File: config.mk
export PLATFORM = sky130hd
export DESIGN_NAME = ycc2rgb_clamp
export DESIGN_NICKNAME = d
export VERILOG_FILES = /design/src/rtl/ycc2rgb_pkg.sv /design/src/rtl/ycc2rgb_clamp.sv
export SDC_FILE = /design/constraint.sdc
export NUM_CORES = 1
export LEC_CHECK = 0
export ABC_CLOCK_PERIOD_IN_PS = 7200
export BUFFER_PORTS_ARGS = -buffer_cell sky130_fd_sc_hd__buf_4
export CORE_AREA = 8 8 173 175
export CTS_BUF_LIST = sky130_fd_sc_hd__clkbuf_8
export DETAILED_ROUTE_END_ITERATION = 8
export DIE_AREA = 0 0 181 183
export PLACE_DENSITY = 0.45
export SYNTH_ARGS = -nofsm -noshare
export SYNTH_HDL_FRONTEND = slang
export SYNTH_SLANG_ARGS = --single-unit
File: constraint.sdc
create_clock -name clock -period 7.2 [get_ports clock]
set_input_delay 0.36 -clock clock [delete_from_list [all_inputs] [get_ports clock]]
set_output_delay 0.36 -clock clock [all_outputs]
set_load 0.1 [all_outputs]
File: src/rtl/ycc2rgb_pkg.sv
package ycc2rgb_pkg;

   localparam int NPIX      = 4;
   localparam int PIX_W     = 8;
   localparam int COEF_W    = 16;
   localparam int SAMP_W    = 9;
   localparam int PROD_W    = 26;
   localparam int SUM_W     = 30;
   localparam int CSR_IDX_W = 3;

   typedef enum logic [CSR_IDX_W-1:0] {
      CSR_LUMA     = 3'd0,
      CSR_CR_RED   = 3'd1,
      CSR_CR_GREEN = 3'd2,
      CSR_CB_GREEN = 3'd3,
      CSR_CB_BLUE  = 3'd4
   } csr_idx_type;

   localparam logic [COEF_W-1:0] LUMA_RST     = 16'd9535;
   localparam logic [COEF_W-1:0] CR_RED_RST   = 16'd13074;
   localparam logic [COEF_W-1:0] CR_GREEN_RST = 16'd6660;
   localparam logic [COEF_W-1:0] CB_GREEN_RST = 16'd3203;
   localparam logic [COEF_W-1:0] CB_BLUE_RST  = 16'd16531;

   localparam logic [SAMP_W-1:0] LUMA_OFS   = 9'd16;
   localparam logic [SAMP_W-1:0] CHROMA_OFS = 9'd128;
   localparam logic [PIX_W-1:0]  PIX_MAX    = 8'd255;
   localparam logic [PIX_W-1:0]  PIX_MIN    = 8'd0;

   typedef struct packed {
      logic [PIX_W-1:0] luma_p0;
      logic [PIX_W-1:0] luma_p1;
      logic [PIX_W-1:0] luma_p2;
      logic [PIX_W-1:0] luma_p3;
      logic [PIX_W-1:0] chroma_b_p0;
      logic [PIX_W-1:0] chroma_b_p1;
      logic [PIX_W-1:0] chroma_b_p2;
      logic [PIX_W-1:0] chroma_b_p3;
      logic [PIX_W-1:0] chroma_r_p0;
      logic [PIX_W-1:0] chroma_r_p1;
      logic [PIX_W-1:0] chroma_r_p2;
      logic [PIX_W-1:0] chroma_r_p3;
   } req_type;

   typedef struct packed {
      logic [PIX_W-1:0] red_p0;
      logic [PIX_W-1:0] red_p1;
      logic [PIX_W-1:0] red_p2;
      logic [PIX_W-1:0] red_p3;
      logic [PIX_W-1:0] green_p0;
      logic [PIX_W-1:0] green_p1;
      logic [PIX_W-1:0] green_p2;
      logic [PIX_W-1:0] green_p3;
      logic [PIX_W-1:0] blue_p0;
      logic [PIX_W-1:0] blue_p1;
      logic [PIX_W-1:0] blue_p2;
      logic [PIX_W-1:0] blue_p3;
   } rsp_type;

   typedef struct packed {
      logic [COEF_W-1:0] luma;
      logic [COEF_W-1:0] cr_red;
      logic [COEF_W-1:0] cr_green;
      logic [COEF_W-1:0] cb_green;
      logic [COEF_W-1:0] cb_blue;
   } coef_type;

   // partial products of one pixel
   typedef struct packed {
      logic signed [PROD_W-1:0] ly;
      logic signed [PROD_W-1:0] pr;
      logic signed [PROD_W-1:0] pgr;
      logic signed [PROD_W-1:0] pgb;
      logic signed [PROD_W-1:0] pb;
   } prod_type;

   typedef prod_type [NPIX-1:0] prod_quad_type;

   // rounded sums of one pixel
   typedef struct packed {
      logic signed [SUM_W-1:0] r;
      logic signed [SUM_W-1:0] g;
      logic signed [SUM_W-1:0] b;
   } sum_type;

   typedef sum_type [NPIX-1:0] sum_quad_type;

   function automatic logic signed [PROD_W-1:0] ext_coef(input logic [COEF_W-1:0] c);
      ext_coef = {{(PROD_W-COEF_W){1'b0}}, c};
   endfunction

   function automatic logic signed [PROD_W-1:0] ext_samp(input logic signed [SAMP_W-1:0] s);
      ext_samp = {{(PROD_W-SAMP_W){s[SAMP_W-1]}}, s};
   endfunction

   function automatic logic signed [SUM_W-1:0] ext_prod(input logic signed [PROD_W-1:0] p);
      ext_prod = {{(SUM_W-PROD_W){p[PROD_W-1]}}, p};
   endfunction

endpackage

File: src/rtl/ycc2rgb_clamp.sv
module ycc2rgb_clamp #(
   parameter int COEF_FRAC_BITS = 13
) (
   input  logic                       clock,
   input  logic                       reset,
   input  logic                       in_valid,
   output logic                       in_stall,
   input  ycc2rgb_pkg::sum_quad_type  in_data,
   output logic                       out_valid,
   input  logic                       out_stall,
   output ycc2rgb_pkg::rsp_type       out_data
);

   localparam int W = ycc2rgb_pkg::SUM_W;
   localparam int F = COEF_FRAC_BITS;

   logic                 adv;
   logic                 valid_ff;
   logic                 valid_in;
   ycc2rgb_pkg::rsp_type rsp_ff;
   ycc2rgb_pkg::rsp_type rsp_in;

   logic [ycc2rgb_pkg::PIX_W-1:0] red   [ycc2rgb_pkg::NPIX];
   logic [ycc2rgb_pkg::PIX_W-1:0] green [ycc2rgb_pkg::NPIX];
   logic [ycc2rgb_pkg::PIX_W-1:0] blue  [ycc2rgb_pkg::NPIX];

   // rounded sum: negative gives 0, anything above the 8 result bits gives 255
   function automatic logic [ycc2rgb_pkg::PIX_W-1:0] to_pixel(
      input logic signed [W-1:0] s
   );
      if (s[W-1]) begin
         to_pixel = ycc2rgb_pkg::PIX_MIN;
      end else if (|s[W-2:F+ycc2rgb_pkg::PIX_W]) begin
         to_pixel = ycc2rgb_pkg::PIX_MAX;
      end else begin
         to_pixel = s[F+ycc2rgb_pkg::PIX_W-1:F];
      end
   endfunction

   for (genvar p = 0; p < ycc2rgb_pkg::NPIX; p++) begin : g_lane
      assign red[p]   = to_pixel(in_data[p].r);
      assign green[p] = to_pixel(in_data[p].g);
      assign blue[p]  = to_pixel(in_data[p].b);
   end

   always_comb begin
      rsp_in.red_p0   = red[0];
      rsp_in.red_p1   = red[1];
      rsp_in.red_p2   = red[2];
      rsp_in.red_p3   = red[3];
      rsp_in.green_p0 = green[0];
      rsp_in.green_p1 = green[1];
      rsp_in.green_p2 = green[2];
      rsp_in.green_p3 = green[3];
      rsp_in.blue_p0  = blue[0];
      rsp_in.blue_p1  = blue[1];
      rsp_in.blue_p2  = blue[2];
      rsp_in.blue_p3  = blue[3];
   end

   assign adv      = !valid_ff || !out_stall;
   assign in_stall = !adv;
   assign valid_in = adv ? in_valid : valid_ff;

   always_ff @(posedge clock) begin
      if (reset) begin
         valid_ff <= 1'b0;
      end else begin
         valid_ff <= valid_in;
      end
   end

   always_ff @(posedge clock) begin
      if (adv && in_valid) begin
         rsp_ff <= rsp_in;
      end
   end

   assign out_valid = valid_ff;
   assign out_data  = rsp_ff;

endmodule

==> results of run 1 <==
[per-stage QoR]
| step | hold WS, ns | utilization | cells | setup WS [ns] | total power [mW] |
|---|---|---|---|---|---|
| after CTS | 0.0915 | 0.270 | 986 | 4.87 | 1.60 |
| final | 0.131 | 0.270 | 986 | 4.95 | 1.57 |
| after global placement | 0.521 | 0.261 | 970 | 4.74 | 1.15 |
| after floorplan | 0.432 | - | 329 | 0.979 | 0.972 |
| after detailed placement | 0.525 | 0.261 | 970 | 4.73 | 1.15 |
| after global routing | 0.0964 | 0.270 | 986 | 4.80 | 1.64 |
[cell usage in the layout (no fill, tap or decap)]
cell type  count
clkinv_1       2
nor2b_4        1
a31oi_1       96
clkinv_4       1
a21oi_1        1
nor4_4        24
inv_8          1
edfxtp_1      96
dfxtp_1        1
nor2_1         1
and2_1         1
clkbuf_8       9
inv_1         96
bufinv_16      3
buf_4        307
[power by group]
group          internal (mW)  leakage (nW)  switching (mW)  total (mW)
clock network          0.232         0.120           0.213       0.445
registers              0.660         0.937          0.0100       0.670
logic                  0.131          2.20           0.327       0.458
[final cells by class]
cell class	instances	area [um^2]
sequential	97	2900
tap	346	433
timing repair buffer	307	2300
inverter	96	360
multi-input combinational	124	1140
fill	2890	19900
clock inverter	7	118
clock buffer	9	124
[cells by family (layout without fill, tap and decap cells)]
kind of cell,Yosys count,after routing,synth area share
compound gates,97,97,0.136
buf+inv,108,419,0.0913
flops,97,97,0.654
simple gates,27,27,0.119
[layer usage]
metal  GRT usage  vias to the layer above  part of all wire
li1            -                     1836                 -
met1       0.111                     1811              0.40
met2       0.159                      224              0.47
met3      0.0536                       12              0.12
met4      0.0292                        0             0.014
met5           0                        -                 0
[how the worst max path moves through the flow]
stage | end | slack, ns | depth (start not counted) | start
final | out_data[94] | 4.95 | 4 | out_valid
after global routing | out_data[90] | 4.80 | 4 | out_valid
after CTS | out_data[62] | 4.87 | 4 | out_valid
after detailed placement | out_data[45] | 4.73 | 5 | out_stall
after global placement | out_data[33] | 4.74 | 5 | out_stall
after floorplan | out_data[0] | 0.98 | 2 | out_valid
[sequential cells by signal (all words and copies together), names as in the netlist]
signal	flops
out_data	96
out_valid	1
==> flow_summary_export.csv, run 1 <==
group,metric,value,unit
worst_setup_path,r2r_end,"out_data[94]",
global_route,grt_pass1_wl,25000,um
clocking,htreeDepth,3,
route,via_per_inst,3.94,
global_route,grt_max_degree,59,
hold_path,hold_path.startpoint,"reset",
clocking,ctsResizeCount,0,
worst_setup_path,crit_chain,"and2_1 -> nor2b_4 -> buf_4 -> buf_4",
finish,antenna_cells,0,
floorplanning,num_rows,61,
clocking,cts_setup_buffers,0,
route,drt-total-wl,17000,um
synthesis,syn_nets,693,
clocking,clock_latency,0.37,ns
clocking,postCtsHoldBufs,0,
finish,fin_nets,999,
worst_setup_path,reg2reg_depth,4,
route,drc,0,
global_route,antenna_found_initial,0,
outcome,outcome,"complete, no violations",
place,placed_cell_area,7140,um^2
clocking,cts.clk_slew.worst_paths,0.11,ns
worst_setup_path,critPathTopFamily,"buffers and inverters",
worst_setup_path,crit_path_start_kind,"flop",
floorplanning,fp.dieW,181,um
worst_setup_path,end_kind,"flop",
place,dpl.hpwl,13900,um
floorplanning,dieArea,33100,um^2
finish,area_growth,66.2,%
route,ant_nets,0,
timing,rsz0062_at_grt,"no",
clocking,root_buffer,"clkbuf_8",
worst_setup_path,slowest_stage,"buf_4",
worst_setup_path,cpPeakStageDelay,0.72,ns
synthesis,ys_types,10,
place,port_buffers,305,
clocking,cts.path.max_buffers,2,
synthesis,synth_seq_cells,97,
synthesis,netlist.area_leader.share,0.649,
floorplanning,start_util,0.163,
synthesis,async_reset_ff_frac,0,
timing,period_share,0.312,
worst_setup_path,cp_max_fo,58,
route,wl_per_cell,17.3,um
synthesis,synth_common_cells,"a31oi_1, edfxtp_1, inv_1",
synthesis,syn_inst,329,
pwr,leakagePower,3.26,nW
clocking,cts_sinks,97,
timing,fin_setup_tns,0,ns
global_route,grt_pass1_vias,4214,
worst_setup_path,cp.arrival,2.25,ns
route,firstDrtPassIters,4,
synthesis,ys_seq_area_frac,0.654,
synthesis,synth_ff_type,"edfxtp_1",
global_route,overflow,0,
worst_setup_path,r2r_slack,4.95,ns
route,drt_iter0_markers,105,
floorplanning,num_io_pins,462,
clocking,cts_buffers,9,
hold_path,whs_endpoint,"out_valid",
timing,fmax,445,MHz
hold_path,min_path_type,"in2reg",
place,gp_congestion,0.761,
synthesis,synth-edff-count,96,
run,max-cap-violations,0,
synthesis,syn-cell-area,4440,um^2
timing,setup_viol,0,
timing,skew,0.0111,ns
synthesis,synth_top_area_cell,"edfxtp_1",
synthesis,synth.avg_cell_area,13.5,um^2
worst_setup_path,critical_path_class,"reg2reg",
floorplanning,die_y,183,um
pwr,ir_worst_vdd,0.0984,mV
hold_path,min_path_cells,2,
route,route.vias.total,3883,
worst_setup_path,r2r-start,"out_valid",
pwr,powerDensity,213,nW/um^2
timing,slew_headroom,0.461,
floorplanning,core,27300,um^2
synthesis,ys_top_cells_by_area,"edfxtp_1, a31oi_1, nor4_4",
finish,drive_above_1_share,0.541,
finish,final_area,7380,um^2
worst_setup_path,cp.required,7.20,ns
worst_setup_path,cp_common_cell,"buf_4",
clocking,cts_tree,"done",
timing,slew_viol_final,0,
worst_setup_path,worst-path-buf-inv,2,
global_route,grt_use_total,0.0985,
timing,worst_slew_pin_slew,0.808,ns
timing,min_period,2.25,ns
synthesis,ys_warn_count,0,
timing,hold_viol,0,
Power figures use the tool's default switching activity.
==> run 2: changes to the inputs <==
- ABC_CLOCK_PERIOD_IN_PS: 7200 -> 2300
- clock period: 7.2 -> 2.3 ns (I/O delays scaled with it)
==> flow_summary_export.csv, run 2 (same netlist as run 1, synthesis figures left out) <==
group,metric,value,unit
timing,hold_viol,0,
floorplanning,num_io_pins,462,
route,route.vias.total,3802,
finish,layout_commonest_cell,"buf_4",
pwr,ir_worst_vdd,0.202,mV
worst_setup_path,cp.arrival,1.62,ns
floorplanning,num_rows,61,
timing,holdWs,0.0600,ns
route,wl_per_cell,17.1,um
finish,area_growth,66.1,%
floorplanning,die_y,183,um
place,gp_congestion,0.718,
worst_setup_path,cp-startpoint,"out_valid",
finish,antenna_cells,0,
place,dpl.hpwl,14000,um
route,drt-total-wl,16900,um
global_route,grt_pass1_vias,4227,
worst_setup_path,slowest_stage,"nor2b_4",
timing,slew_headroom,0.553,
clocking,clock_latency,0.37,ns
clocking,ctsResizeCount,0,
timing,setup_viol,0,
timing,rsz0062_at_grt,"no",
hold_path,hold_path.startpoint,"in_data[79]",
worst_setup_path,crit_chain,"and2_4 -> nor2b_4 -> buf_12",
clocking,cts_sinks,97,
finish,drive_above_1_share,0.543,
floorplanning,start_util,0.163,
worst_setup_path,cp.required,2.36,ns
worst_setup_path,end_kind,"flop",
clocking,cts_buffers,9,
clocking,cts.path.max_buffers,2,
timing,skew,0.00884,ns
timing,fmax,640,MHz
pwr,leakagePower,3.25,nW
pwr,powerDensity,619,nW/um^2
floorplanning,fp.dieW,181,um
global_route,grt_pass1_wl,24900,um
hold_path,min_path_type,"in2reg",
route,drc,0,
worst_setup_path,critPathTopFamily,"simple AND/OR/NAND/NOR gates",
route,highest_layer,"met5",
global_route,overflow,0,
clocking,cts_tree,"done",
route,m1WireLength,6680,um
worst_setup_path,cp_max_fo,41,
pwr,total_power,4.57,mW
worst_setup_path,crit_path_start_kind,"flop",
outcome,outcome,"complete, no violations",
floorplanning,dieArea,33100,um^2
timing,worst_slew_pin_slew,0.666,ns
place,port_buffers,305,
global_route,grt_use_total,0.0986,
run,max-cap-violations,0,
global_route,grt_max_degree,42,
floorplanning,core,27300,um^2
finish,fin_nets,1004,
clocking,htreeDepth,3,
finish,largest_register_ffs,96,
route,drt_iter0_markers,68,
clocking,root_buffer,"clkbuf_8",
finish,instances_no_fill,991,
clocking,cts.clk_slew.worst_paths,0.10,ns
place,dp_cells,973,
worst_setup_path,worst-path-buf-inv,1,
route,dr_wl_met2,7770,um
route,via_per_inst,3.84,
global_route,antenna_found_initial,2,
finish,layout_common_cells,"buf_4, inv_1, a31oi_1, edfxtp_1, nor4_4",
route,firstDrtPassIters,4,
route,ant_nets,0,
worst_setup_path,critical_path_class,"reg2reg",
timing,min_period,1.56,ns
timing,slew_viol_final,0,
timing,period_share,0.679,
route,wl_met3,2260,um
worst_setup_path,cpPeakStageDelay,0.38,ns
worst_setup_path,r2r-start,"out_valid",
run 2: area by class of cell:
| class | count | area [um^2] |
|---|---|---|
| sequential | 97 | 2910 |
| inverter | 96 | 360 |
| clock buffer | 9 | 124 |
| multi-input combinational | 124 | 1140 |
| timing repair buffer | 312 | 2370 |
| clock inverter | 7 | 38.8 |
| tap | 346 | 433 |
| fill | 2925 | 19900 |
run 2: power by group:
| part | switching [mW] | internal, mW | leakage, nW |
|---|---|---|---|
| sequential | 0.0292 | 2.06 | 0.938 |
| clock | 0.642 | 0.381 | 0.0775 |
| combinational | 1.02 | 0.424 | 2.23 |
| total | 1.70 | 2.87 | 3.25 |
run 2: worst register-to-register path: stages (launching register included):
cell and delay (ns):
dfxtp_4 0.36, and2_4 0.16, nor2b_4 0.38, buf_12 0.30
run 2: final timing paths:
kind                  end  slack [ns]  cells past startpoint
max          out_data[68]        0.74                      3
min          out_data[94]        0.06                      3
max reg2reg  out_data[68]        0.74                      3
min reg2reg  out_data[27]        0.79                      2
run 2: metal layers:
metal  vias to the layer above  GRT usage
met1                      1745      0.108
met3                        12     0.0607
met2                       195      0.159
met4                         4     0.0276
met5                         -          0
li1                       1846          -
run 2: through the flow:
stage               instance area (um^2)  worst slack, ns  TNS (ns)  utilization
global route                        7380            0.659         0        0.270
floorplan                           4450           -0.341    -32.69            -
global placement                    7190            0.719         0        0.263
finish                              7380            0.738         0        0.270
detailed placement                  7190            0.732         0        0.263
CTS                                 7380            0.719         0        0.270
run 2: timing repair:
item | 4_1_cts | 5_1_grt
hold buffers | 2 | 0
buffers inserted | 0 | 0
hold endpoints to repair | 1 | 0
