### src/rtl/ycc2rgb_pkg.sv
package ycc2rgb_pkg;

   localparam int NPIX      = 4;
   localparam int PIX_W     = 8;
   localparam int COEF_W    = 16;
   localparam int SAMP_W    = 9;
   localparam int PROD_W    = 26;
   localparam int SUM_W     = 30;
   localparam int CSR_IDX_W = 3;

   typedef enum logic [CSR_IDX_W-1:0] {
      CSR_LUMA     = 3'd0,
      CSR_CR_RED   = 3'd1,
      CSR_CR_GREEN = 3'd2,
      CSR_CB_GREEN = 3'd3,
      CSR_CB_BLUE  = 3'd4
   } csr_idx_type;

   localparam logic [COEF_W-1:0] LUMA_RST     = 16'd9535;
   localparam logic [COEF_W-1:0] CR_RED_RST   = 16'd13074;
   localparam logic [COEF_W-1:0] CR_GREEN_RST = 16'd6660;
   localparam logic [COEF_W-1:0] CB_GREEN_RST = 16'd3203;
   localparam logic [COEF_W-1:0] CB_BLUE_RST  = 16'd16531;

   localparam logic [SAMP_W-1:0] LUMA_OFS   = 9'd16;
   localparam logic [SAMP_W-1:0] CHROMA_OFS = 9'd128;
   localparam logic [PIX_W-1:0]  PIX_MAX    = 8'd255;
   localparam logic [PIX_W-1:0]  PIX_MIN    = 8'd0;

   typedef struct packed {
      logic [PIX_W-1:0] luma_p0;
      logic [PIX_W-1:0] luma_p1;
      logic [PIX_W-1:0] luma_p2;
      logic [PIX_W-1:0] luma_p3;
      logic [PIX_W-1:0] chroma_b_p0;
      logic [PIX_W-1:0] chroma_b_p1;
      logic [PIX_W-1:0] chroma_b_p2;
      logic [PIX_W-1:0] chroma_b_p3;
      logic [PIX_W-1:0] chroma_r_p0;
      logic [PIX_W-1:0] chroma_r_p1;
      logic [PIX_W-1:0] chroma_r_p2;
      logic [PIX_W-1:0] chroma_r_p3;
   } req_type;

   typedef struct packed {
      logic [PIX_W-1:0] red_p0;
      logic [PIX_W-1:0] red_p1;
      logic [PIX_W-1:0] red_p2;
      logic [PIX_W-1:0] red_p3;
      logic [PIX_W-1:0] green_p0;
      logic [PIX_W-1:0] green_p1;
      logic [PIX_W-1:0] green_p2;
      logic [PIX_W-1:0] green_p3;
      logic [PIX_W-1:0] blue_p0;
      logic [PIX_W-1:0] blue_p1;
      logic [PIX_W-1:0] blue_p2;
      logic [PIX_W-1:0] blue_p3;
   } rsp_type;

   typedef struct packed {
      logic [COEF_W-1:0] luma;
      logic [COEF_W-1:0] cr_red;
      logic [COEF_W-1:0] cr_green;
      logic [COEF_W-1:0] cb_green;
      logic [COEF_W-1:0] cb_blue;
   } coef_type;

   // partial products of one pixel
   typedef struct packed {
      logic signed [PROD_W-1:0] ly;
      logic signed [PROD_W-1:0] pr;
      logic signed [PROD_W-1:0] pgr;
      logic signed [PROD_W-1:0] pgb;
      logic signed [PROD_W-1:0] pb;
   } prod_type;

   typedef prod_type [NPIX-1:0] prod_quad_type;

   // rounded sums of one pixel
   typedef struct packed {
      logic signed [SUM_W-1:0] r;
      logic signed [SUM_W-1:0] g;
      logic signed [SUM_W-1:0] b;
   } sum_type;

   typedef sum_type [NPIX-1:0] sum_quad_type;

   function automatic logic signed [PROD_W-1:0] ext_coef(input logic [COEF_W-1:0] c);
      ext_coef = {{(PROD_W-COEF_W){1'b0}}, c};
   endfunction

   function automatic logic signed [PROD_W-1:0] ext_samp(input logic signed [SAMP_W-1:0] s);
      ext_samp = {{(PROD_W-SAMP_W){s[SAMP_W-1]}}, s};
   endfunction

   function automatic logic signed [SUM_W-1:0] ext_prod(input logic signed [PROD_W-1:0] p);
      ext_prod = {{(SUM_W-PROD_W){p[PROD_W-1]}}, p};
   endfunction

endpackage

### src/rtl/ycc2rgb_sum.sv
module ycc2rgb_sum #(
   parameter int COEF_FRAC_BITS = 13
) (
   input  logic                        clock,
   input  logic                        reset,
   input  logic                        in_valid,
   output logic                        in_stall,
   input  ycc2rgb_pkg::prod_quad_type  in_data,
   output logic                        out_valid,
   input  logic                        out_stall,
   output ycc2rgb_pkg::sum_quad_type   out_data
);

   localparam logic signed [ycc2rgb_pkg::SUM_W-1:0] HALF =
      ycc2rgb_pkg::SUM_W'(1) << (COEF_FRAC_BITS - 1);

   logic                      adv;
   logic                      valid_ff;
   logic                      valid_in;
   ycc2rgb_pkg::sum_quad_type sum_ff;
   ycc2rgb_pkg::sum_quad_type sum_in;

   for (genvar p = 0; p < ycc2rgb_pkg::NPIX; p++) begin : g_lane
      logic signed [ycc2rgb_pkg::SUM_W-1:0] ly;

      assign ly = ycc2rgb_pkg::ext_prod(in_data[p].ly);

      assign sum_in[p].r = ly + ycc2rgb_pkg::ext_prod(in_data[p].pr) + HALF;
      assign sum_in[p].g = ly - ycc2rgb_pkg::ext_prod(in_data[p].pgr)
                              - ycc2rgb_pkg::ext_prod(in_data[p].pgb) + HALF;
      assign sum_in[p].b = ly + ycc2rgb_pkg::ext_prod(in_data[p].pb) + HALF;
   end

   assign adv      = !valid_ff || !out_stall;
   assign in_stall = !adv;
   assign valid_in = adv ? in_valid : valid_ff;

   always_ff @(posedge clock) begin
      if (reset) begin
         valid_ff <= 1'b0;
      end else begin
         valid_ff <= valid_in;
      end
   end

   always_ff @(posedge clock) begin
      if (adv && in_valid) begin
         sum_ff <= sum_in;
      end
   end

   assign out_valid = valid_ff;
   assign out_data  = sum_ff;

endmodule

### config.mk
export PLATFORM = sky130hd
export DESIGN_NAME = ycc2rgb_sum
export DESIGN_NICKNAME = d
export VERILOG_FILES = /design/src/rtl/ycc2rgb_pkg.sv /design/src/rtl/ycc2rgb_sum.sv
export SDC_FILE = /design/constraint.sdc
export NUM_CORES = 1
export LEC_CHECK = 0
export ABC_CLOCK_PERIOD_IN_PS = 19720
export BUFFER_PORTS_ARGS = -buffer_cell sky130_fd_sc_hd__buf_2
export CAP_MARGIN = 20
export CORE_AREA = 2 2 348 350
export DETAILED_ROUTE_END_ITERATION = 16
export DIE_AREA = 0 0 350 352
export MAX_ROUTING_LAYER = met4
export SLEW_MARGIN = 30
export SYNTH_ARGS = -nofsm -noshare
export SYNTH_HDL_FRONTEND = slang
export SYNTH_SLANG_ARGS = --single-unit
### constraint.sdc
create_clock -name clock -period 19.72 [get_ports clock]
set_input_delay 2.958 -clock clock [delete_from_list [all_inputs] [get_ports clock]]
set_output_delay 2.958 -clock clock [all_outputs]
set_load 0.05 [all_outputs]
==> results of run 1 <==
==> area by class of cell <==
class	instances	area (um2)
fillers	12330	79240
multi-input cells	2347	20250
flip-flops and latches	341	10230
repair buffers	891	4478
well taps	1612	2017
inverters	417	1565
clock buffers	60	1267
clock inverters	25	236.5
diodes	21	52.55
==> where the power goes <==
group	leakage [nW]	switching [mW]	internal [mW]	total (mW)
logic	15.8	1.31	0.619	1.93
clock network	0.724	0.355	0.505	0.860
registers	3.29	0.0502	1.02	1.07
total	19.8	1.71	2.15	3.86
==> how the worst max path moves through the flow <==
stage | start | end
2_1_floorplan | out_stall | out_data[0]
3_3_place_gp | in_data[366] | out_data[238]
3_5_place_dp | in_data[366] | out_data[238]
4_1_cts | out_stall | in_stall
5_1_grt | in_data[496] | out_data[326]
6_report | out_stall | in_stall
==> sequential cells by signal, indices dropped and copies added (netlist names) <==
register / cells
out_data: 340
out_valid: 1
==> cells in the final DEF (no fill, tap or decap), drive strengths merged, types with 33 or more instances in the layout <==
cell / instances
fa: 116
clkbuf: 60
nor2: 139
o21ai: 149
and3: 38
ha: 624
nand3: 57
nor3: 34
a21o: 124
xor2: 86
xnor2: 173
nor2b: 41
a21oi: 256
edfxtp: 340
inv: 418
nand2: 129
a31oi: 33
o21bai: 33
buf: 891
==> per-stage QoR <==
stage | cell area (um2) | utilization | std cells
6_report | 40090 | 0.3360 | 5714
5_1_grt | 40090 | 0.3359 | 5712
4_1_cts | 40040 | 0.3355 | 5693
3_5_place_dp | 38530 | 0.3229 | 5608
3_3_place_gp | 38530 | 0.3229 | 5608
2_1_floorplan | 32270 | - | 3148
==> critical path, stage by stage <==
cell	delay [ns]
buf_2	0.07
and2_1	0.20
buf_2	0.29
==> metal layers <==
layer	vias to the layer above	GRT usage
li1	13203	-
met3	170	0.03823
met4	0	0.06060
met2	834	0.2949
met1	12786	0.1983
met5	-	-
==> cells by family (layout without fill, tap and decap cells) <==
family                     Yosys count  in the layout
muxes                                2              2
other                                0             21
adders and majority gates          740            740
and+or+nand+nor                    552            552
DFF                                341            341
AOI/OAI and AO/OA                  794            794
buffers and inverters              460           1393
xor gates and xnor gates           259            259
==> flow_metrics.py, run 1 <==
metrics = {
    "outcome": {
        "status": "finished clean",
    },
    "detailed_routing": {
        "top_layer": "met4",
        "wl_met1_um": 42980,
        "drt_first_pass_iters": 5,
        "dr_wl_met2_um": 52410,
        "wire_per_inst_um": 18.62,
        "drtIter0Drc": 1519,
        "wirelength_um": 106400,
        "dr_wl_met3_um": 7530,
        "drc_errors": 0,
        "dr_total_vias": 26993,
        "viasPerCell": 4.724,
        "ant_nets": 0,
    },
    "floorplan": {
        "core_area_um2": 119300,
        "dieArea_um2": 123200,
        "ios": 886,
        "core.rowCount": 127,
        "dieWidth_um": 350,
        "start_util": 0.2704,
        "die_y_um": 352,
    },
    "min_path": {
        "min_delay_path_depth": 3,
        "hold_path_startpoint": "out_valid",
        "hold_path_end": "out_valid",
        "hp-class": "reg2reg",
    },
    "yosys": {
        "synth_commonest_cells": "ha_1, inv_1, edfxtp_1, a21oi_1, xnor2_1",
        "synth_warnings": 0,
        "synth_top_family_by_area": "adder cells",
        "synth_area_leaders": "edfxtp_1, ha_1, fa_1, inv_1, xnor2_1",
        "synth_compound_area_frac": 0.1582,
        "synth_edf_count": 340,
        "synth.largest_area_cell": "edfxtp_1",
        "syn_area_um2": 32270,
        "synth-simple-area-share": 0.08410,
        "syn_inst": 3148,
        "async_flop_share": 0,
        "syn_nets": 4412,
        "synth_ff_type": "edfxtp_1",
        "synth_area_per_cell_um2": 10.25,
        "synth.top_cell.area_share": 0.3164,
        "yosysMostFrequentCell": "ha_1",
        "synth_mux_area_frac": 0.0006204,
        "synth-adder-area-share": 0.3139,
        "synth_seq_cells": 341,
        "yosys.area_share.xor_xnor": 0.07030,
        "seq_area_frac_synth": 0.3170,
        "ys_types": 76,
    },
    "clocking": {
        "tritoncts": "done",
        "clock_path_buffers": 3,
        "clkLatencyLatePin_ns": 0.62,
        "ctsResizeCount": 0,
        "cts_setup_buffers": 0,
        "cts_num_sinks": 341,
        "htreeDepth": 2,
        "cts_root_buffer": "clkbuf_16",
        "cts_made_buffers": 48,
        "cts_hold_buffers": 0,
        "clk_pin_slew_ns": 0.05,
    },
    "worst_setup_path": {
        "rr_startpoint": "out_valid",
        "cp.arrival_ns": 3.52,
        "required_ns": 16.76,
        "crit_path_end_kind": "output port",
        "r2r_cells": 6,
        "cp-start-kind": "primary input",
        "r2r_slack_ns": 15.78,
        "path_class": "in2out",
        "r2r-end": "out_data[109]",
        "path_max_fanout": 3,
    },
    "sta": {
        "worst_slack_ns": 13.24,
        "rsz0062_at_grt": "false",
        "finalSetupViolCount": 0,
        "tns_ns": 0,
        "fmax_mhz": 154.4,
        "fin_skew_ns": 0.02630,
        "hold_viol_final": 0,
        "slew_viol_final": 0,
        "relSlewSlack": 0.4368,
        "holdWs_ns": 0.6526,
        "worstMarginPinSlew_ns": 0.8448,
        "layout_min_cycle_time_ns": 6.476,
        "fin_crit_sh": 0.3284,
    },
    "pwr": {
        "peakVddDrop_mv": 0.06979,
        "finalPower_mw": 3.863,
        "p_leak_nw": 19.83,
        "powerDensity_nw_per_um2": 96.35,
    },
    "global_routing": {
        "track_usage": 0.1729,
        "grt_pass1_vias": 27476,
        "grt_antenna_before_repair": 23,
        "grt_first_pass_wirelength_um": 159200,
        "overflow": 0,
        "grt_max_degree": 71,
    },
    "layout": {
        "areaGrowthSynthToFinish_pct": 24.24,
        "nNetsFinal": 5310,
        "drive_above_1_share": 0.2419,
    },
    "placement": {
        "pre_cts_slack_ns": 12.69,
        "routabilityCongestion": 1.022,
        "numPortBuffers": 885,
        "hpwl_um": 90350,
    },
    "job": {
        "cap_violations": 0,
    },
}
Note: power is estimated with default switching activity, not from simulation.
==> inputs of run 2 (changes only) <==
Settings changed: ABC_AREA from default to 1, ABC_CLOCK_PERIOD_IN_PS 19720 to 6200, CORE_AREA 2 2 348 350 to 2 2 343 345, DIE_AREA 0 0 350 352 to 0 0 345 347.
Clock period 19.72 ns to 6.2 ns, I/O delays scaled along.
==> flow_metrics.py, run 2 <==
metrics = {
    "yosys": {
        "synth_area_per_cell_um2": 7.022,
        "syn_area_um2": 40310,
        "synth_seq_cells": 341,
        "ys_types": 33,
        "synth_area_leaders": "edfxtp_1, ha_1, nand2_1, inv_1, fa_1",
        "seq_area_frac_synth": 0.2538,
        "async_flop_share": 0,
        "syn_nets": 7005,
        "syn_inst": 5741,
        "yosysMostFrequentCell": "nand2_1",
        "synth_edf_count": 340,
        "synth_warnings": 0,
        "synth.largest_area_cell": "edfxtp_1",
        "synth_ff_type": "edfxtp_1",
        "synth_commonest_cells": "nand2_1, inv_1, ha_1, nor2_1, edfxtp_1",
        "synth.top_cell.area_share": 0.2533,
    },
    "worst_setup_path": {
        "path_cells": "buf_2, inv_1, fa_1, inv_1, ha_1, ha_1, inv_1, fa_1, inv_1, nand3_1, nand3_1, nand2_1, nand2_1, a21oi_1, xor2_1",
        "crit_path_frequent_cell": "inv_1",
        "critPathSlowestCell": "fa_1",
        "cp-start-kind": "primary input",
        "required_ns": 6.58,
        "cp.arrival_ns": 3.58,
        "path_class": "in2reg",
        "crit_family": "adder cells",
        "path_max_fanout": 5,
        "crit_path_end_kind": "flip-flop",
        "cp_num_cells": 15,
        "critPathMaxStageDelay_ns": 0.51,
        "critical_path_buf_inv_count": 5,
        "r2r_cells": 5,
    },
    "detailed_routing": {
        "wirelength_um": 164300,
        "drc_errors": 0,
        "ant_nets": 0,
        "dr_total_vias": 39533,
        "drtIter0Drc": 2834,
        "viasPerCell": 4.797,
        "wire_per_inst_um": 19.94,
        "drt_first_pass_iters": 6,
    },
    "sta": {
        "relSlewSlack": 0.4160,
        "tns_ns": 0,
        "fmax_mhz": 312.4,
        "fin_crit_sh": 0.5163,
        "layout_min_cycle_time_ns": 3.201,
        "rsz0062_at_grt": "false",
        "hold_viol_final": 0,
        "finalSetupViolCount": 0,
        "slew_viol_final": 0,
        "fin_skew_ns": 0.01790,
        "worstMarginPinSlew_ns": 0.8739,
    },
    "clocking": {
        "cts_hold_buffers": 0,
        "cts_made_buffers": 50,
        "cts_root_buffer": "clkbuf_16",
        "tritoncts": "done",
        "clkLatencyLatePin_ns": 0.63,
        "ctsResizeCount": 0,
        "htreeDepth": 2,
        "cts_num_sinks": 341,
        "clock_path_buffers": 3,
        "clk_pin_slew_ns": 0.06,
        "cts_setup_buffers": 0,
    },
    "min_path": {
        "min_delay_path_depth": 2,
        "hp-class": "in2reg",
    },
    "layout": {
        "areaGrowthSynthToFinish_pct": 20.02,
        "largest_register_ffs": 340,
        "final_area_um2": 48390,
        "regArea_um2": 10230,
        "nNetsFinal": 7932,
        "mostFrequentLayoutCells": "nand2_1, inv_1, buf_2",
        "multi_input_area_um2": 25180,
        "drive_above_1_share": 0.1543,
        "final_common_cell": "nand2_1",
        "nFillCells": 12352,
        "final_core_util": 0.4181,
        "final_cells": 8242,
    },
    "floorplan": {
        "dieArea_um2": 119700,
        "core.rowCount": 125,
        "start_util": 0.3483,
        "die_y_um": 347,
        "core_area_um2": 115700,
        "ios": 886,
        "dieWidth_um": 345,
    },
    "pwr": {
        "powerDensity_nw_per_um2": 289.5,
        "peakVddDrop_mv": 0.1831,
        "p_leak_nw": 27.74,
    },
    "outcome": {
        "status": "finished clean",
    },
    "global_routing": {
        "grt_antenna_before_repair": 19,
        "overflow": 0,
        "grt_pass1_vias": 38851,
        "grt_max_degree": 116,
        "grt_first_pass_wirelength_um": 239800,
        "track_usage": 0.2751,
    },
    "job": {
        "cap_violations": 0,
    },
    "placement": {
        "placed_area_um2": 46620,
        "hpwl_um": 144500,
        "dpl.cell_count": 8140,
        "numPortBuffers": 885,
        "routabilityCongestion": 1.011,
    },
}
-- run 2: cell count changes after synthesis, moves of 86 or more --
cell,change
nand4_1,+86
inv_1,+849
nand3_1,+256
a21o_1,-118
nor2_1,+242
xnor2_1,-119
nand2_1,+1844
o21ai_0,-110
-- run 2: cell type report --
type,count,area share
sequential,341,0.2114
timing repair buffer,895,0.09387
multi-input combinational,4111,0.5204
clock inverter,35,0.008275
antenna,10,0.0005172
clock buffer,57,0.02772
tap,1524,0.03941
inverter,1269,0.09844
-- run 2: metrics by stage --
stage	total power, mW	hold WS, ns	setup WS (ns)
finish	14.01	0.4465	2.999
detailed placement	10.89	0.4734	2.362
global placement	10.88	0.4643	2.404
global route	14.87	0.4152	2.826
floorplan	8.494	0.6927	-0.5557
CTS	14.09	0.3920	3.059
-- run 2: kinds of logic (layout without fill, tap and decap cells) --
family	after synthesis	count (layout)	synth area share
adders and majority gates	740	740	0.2513
buffers and inverters	1289	2256	0.1219
and+or+nand+nor	2938	2938	0.3003
DFF	341	341	0.2538
AOI/OAI and AO/OA	266	266	0.03647
xor gates and xnor gates	167	167	0.03628
other	0	10	0
-- run 2: worst reg2reg max path, cell delays in order (launching register included) --
cell	delay, ns
dfxtp_1	0.31
nand2_1	0.07
inv_1	0.07
nor2_4	0.65
buf_12	0.29
buf_12	0.37
-- run 2: metal layers --
layer | GRT usage | share of wire | up-vias
met5 | - | 0 | -
met4 | 0.07411 | 0.028 | 0
met3 | 0.04098 | 0.059 | 203
met2 | 0.4745 | 0.49 | 1283
met1 | 0.3346 | 0.43 | 18228
li1 | - | - | 19819
-- run 2: power breakdown --
| part | switching [mW] | internal [mW] |
|---|---|---|
| Sequential | 0.265 | 3.23 |
| Combinational | 5.33 | 2.06 |
| Clock | 1.24 | 1.88 |
| Total | 6.83 | 7.18 |
-- run 2: final timing paths --
kind | slack, ns | endpoint | from
worst max-delay path | 3.00 | out_data[48] | in_data[106]
worst min-delay path | 0.45 | out_valid | reset
worst max register to register | 3.94 | out_data[171] | out_valid
worst min register to register | 0.48 | out_valid | out_valid
